--- src/lsfd_ram.sv ---
// Generic single-write, single-read RAM with registered, read-first output.
module lsfd_ram #(
  parameter int WIDTH = 8,
  parameter int DEPTH = 16
) (
  input  logic                     clk,
  input  logic                     we,
  input  logic [$clog2(DEPTH)-1:0] waddr,
  input  logic [WIDTH-1:0]         wdata,
  input  logic                     re,
  input  logic [$clog2(DEPTH)-1:0] raddr,
  output logic [WIDTH-1:0]         rdata
);

  logic [WIDTH-1:0] mem [DEPTH];

  always_ff @(posedge clk) begin
    if (we) begin
      mem[waddr] <= wdata;
    end
    if (re) begin
      rdata <= mem[raddr];
    end
  end

endmodule

--- config.mk ---
export PLATFORM = sky130hd
export DESIGN_NAME = lsfd_ram
export DESIGN_NICKNAME = d
export VERILOG_FILES = /design/src/lsfd_ram.sv
export SDC_FILE = /design/constraint.sdc
export NUM_CORES = 1
export LEC_CHECK = 0
export BUFFER_PORTS_ARGS = -buffer_cell sky130_fd_sc_hd__buf_2
export CAP_MARGIN = 5
export CORE_ASPECT_RATIO = 0.5
export CORE_MARGIN = 3
export CORE_UTILIZATION = 54
export DETAILED_ROUTE_END_ITERATION = 8
export PLACE_DENSITY = 0.74
export SLEW_MARGIN = 20
export SYNTH_ARGS = -nofsm -noshare
export SYNTH_HDL_FRONTEND = slang
export SYNTH_SLANG_ARGS = --single-unit
--- constraint.sdc ---
create_clock -name clk -period 1.75 [get_ports clk]
set_input_delay 0.35 -clock clk [delete_from_list [all_inputs] [get_ports clk]]
set_output_delay 0.35 -clock clk [all_outputs]
set_load 0.005 [all_outputs]
Yosys cells after proc, flatten, opt, wreduce, memory -nomap -nowiden --
Memory sizes are Yosys's and may differ from the RTL's. A register that Yosys moved wholly into a read port is not among the register bits. Cells that the tools add are included.
Word-level totals: bits in registers 0, memory bits (writable) 128, input port bits 19, logic and storage cells 3, memories kept 1
Memory list:
- mem | depth 16, width 8, read ports 1, clocked after memory_dff 1, wr ports 1, RTL line 15 | logic [WIDTH-1:0] mem [DEPTH];
Cells by class: multiplexer cells 2
Operators by type and width (count):
- two-way mux 1 bit | 2

Depth between registers and ports, before layout --
depth in word-level cells 2, depth in mapped cells 5

Least setup slack after synthesis --
OpenSTA, ideal clock, no wires.
path type in2reg, from input waddr[2], to memory mem[0][0] (enable), setup time 383 ps, data arrival time 1460 ps, data required time 1367 ps, path slack -93 ps, stages on the path 2, cell sequence or3b_2 nor3_1
RTL lines:
- start: declaration | RTL line 8 | input logic [$clog2(DEPTH)-1:0] waddr,
- end: declaration | RTL line 15
No word-level cell before the write port.

==> summary.md <==
| Metric | Value |
|---|---|
| Post-DP HPWL | `6365 microns` |
| R2r setup slk | `0.15 ns` |
| WS Path Type | `reg2reg` |
| Vias in the first global route | `2,700` |
| Final hold slack | `0.2997 ns` |
| RD Place Congestion | `0.7462` |
| Largest net degree at the start of global routing | `19` |
| Final setup fails | `0` |
| Total GRT Usage | `21.28%` |
| PD cells | `1213 nW/um^2` |
| Multi-input gate area | `1062 sq um` |
| WP buf/inv | `1` |
| Cells after synthesis | `229` |
| Initial antenna violation count | `0` |
| Hold Crit Start | `re` |
| Finished Layout Cells | `436` |
| Die Y | `75.57 microns` |
| Post-synthesis register bit count | `136` |
| Final nets | `312` |
| Slew headroom | `74.11%` |
| FILL cells | `548` |
| H-tree depth | `4` |
| Final Hold Viols | `0` |
| Slew Limit Fails | `0` |
| Worst Clk Skew | `0.008249 ns` |
| R2R Path End | `rdata[0]` |
| TritonCTS clock tree | `yes` |
| Final min period | `1.600 ns` |
| RSZ-0062 raised after global routing | `false` |
| Worst Tran Pin Value | `0.3884 ns` |
| Antenna diodes | `0` |
| GRT Residual Overflow | `0` |
| Post-Place Cells | `404` |
| # resized after CTS | `0` |
| # clock sinks | `136` |
| First-pass GRT wire length | `16,240 microns` |
| Syn avg cell area | `22.83 sq um` |
| Worst-path fanout max | `1` |
| WHS Endpoint | `rdata[4]` |
| Final core area utilization | `69.62%` |
| Max stage delay on crit path | `0.51 ns` |
| Slowest-stage cell, CP | `mux4_1` |
| Clock root buffer | `clkbuf_16` |
| Crit path DAT | `1.75 ns` |
| Port buffer count | `26` |
| Total Wirelength | `10,630 microns` |
| Crit-path leading delay family | `multiplexers` |
| Placement Cell Area | `5719 sq um` |
| DRC violations left | `0` |
| Chip width | `145.1 microns` |
| FF/Latch Area | `4084 sq um` |
| Total core area | `9069 sq um` |
| Area growth syn-to-layout | `20.78%` |
| Worst Reg-to-Reg Cells | `4` |
| Final worst slack | `0.1499 ns` |
| Synth top area share | `78.12%` |
| Hold-fix buffer count after cts | `0` |
| TritonCTS Buffers | `17` |
| 1st-pass router iterations | `5` |
| Pleak | `2.169 nW` |
| Final instance area | `6314 sq um` |
| Hold-critical path depth | `1` |
| Row cnt | `24` |
| Starting Density | `57.64%` |
| Crit Reg-Reg Startpoint | `mem[1][0]` |
| Max Root-Sink Buffers | `2` |
| CP cell instances | `mux4_1 > a22oi_1 > buf_4 > nand2_1` |
| CP required | `1.90 ns` |
| Setup WS pre-CTS | `-0.1903 ns` |
| Most frequent cells in the layout | `edfxtp_1 (136), buf_2 (26), buf_4 (24)` |
| Synth area leader | `edfxtp_1` |
| Status | `finished, final reports clean` |
| Max-cap violations | `0` |
| Initial DRC Count | `361` |
| Vias/cell | `6.078` |
| Unique masters post-synth | `18` |
| Later-pin clock latency in the skew report | `0.41 ns` |
| DR WL/cell | `24.39 microns` |
| Fmax | `625.0 MHz` |
| Yosys warns | `0` |
| Post-route ant nets | `0` |
| Main area contributors after synthesis | `edfxtp_1 (78%), mux4_2 (7.8%), mux4_1 (7.0%)` |
| Vias | `2,650` |
| Ports | `27` |
| Worst vdd ir | `0.8047 mV` |
| Share of layout cells above drive strength 1 | `32.68%` |
| Syn nets | `248` |
| Post-CTS Setup Inserts | `0` |
| Worst Hold Class | `in2reg` |
| Reg clk slew, reported paths | `0.06 ns` |
| Crit start category | `flop` |
| Die Area | `10,970 sq um` |
| Critical path endpoint category | `flop` |
| Mapped Area | `5228 sq um` |
| Most common cell after layout, fill and taps aside | `edfxtp_1` |
| Period utilization | `91.44%` |
| Sequential cell area fraction in the yosys report | `78.12%` |
[cell type report]
type	count	area share (%)
well taps	130	2.576
flip-flops and latches	136	64.68
repair buffers	55	6.500
multi-input cells	83	16.83
clock buffers	21	6.976
clock inverters	11	2.438
[metal layers]
metal | up-vias | track usage [%] | share of wire [%]
li1 | 1112 | - | -
met1 | 1383 | 28.26 | 43
met2 | 137 | 33.77 | 47
met3 | 18 | 8.081 | 8.5
met4 | 0 | 7.045 | 1.3
met5 | - | 0 | 0
[logic make-up (layout without fill, tap and decap cells)]
group,Yosys count,count (layout),share of synthesized area [%]
flops,136,136,78.12
simple gates,35,35,3.136
mux,32,32,14.79
compound gates,16,16,2.298
buf+inv,10,87,1.651
[metrics by stage]
stage / setup TNS, ns / total power, mW
global placement: -0.8839 / 4.108
finish: 0 / 7.657
global route: 0 / 7.886
CTS: 0 / 7.702
detailed placement: -1.166 / 4.126
floorplan: 0 / 3.938
[sequential cells by signal (all words and copies together) (netlist names)]
signal	flops
mem	128
rdata	8
[worst register-to-register path, delay by kind of cell, from the launching register on]
kind	cells	cell delay [ns]
flops	1	0.36
compound gates	1	0.23
simple gates	1	0.07
mux	1	0.51
buf+inv	1	0.17
[synth_stat cells]
master / n
nand3b_1: 2
mux4_2: 18
nand3_1: 1
and2_1: 1
buf_6: 3
or3b_2: 1
clkdlybuf4s25_2: 3
edfxtp_1: 136
mux4_1: 14
nor2b_1: 1
buf_2: 3
buf_4: 1
nand2b_1: 2
nor3_1: 4
nor2_1: 13
nand2_1: 9
a22oi_1: 16
and2b_1: 1
[worst max path at each step]
stage | start | to | slack (ns) | cells past startpoint
after global placement | raddr[0] | rdata[7] | -0.19 | 6
after CTS | mem[1][0] | rdata[0] | 0.15 | 4
after detailed placement | raddr[0] | rdata[7] | -0.19 | 6
after global routing | mem[1][0] | rdata[0] | 0.08 | 4
after floorplan | raddr[0] | rdata[1] | 0.12 | 5
final | mem[1][0] | rdata[0] | 0.15 | 4
[power by group]
group          switching (mW)  total (mW)  internal (mW)
sequential             0.0207        3.69           3.67
combinational           0.205       0.375          0.170
clock                    1.23        3.59           2.36
Note: power is estimated with default switching activity, not from simulation.
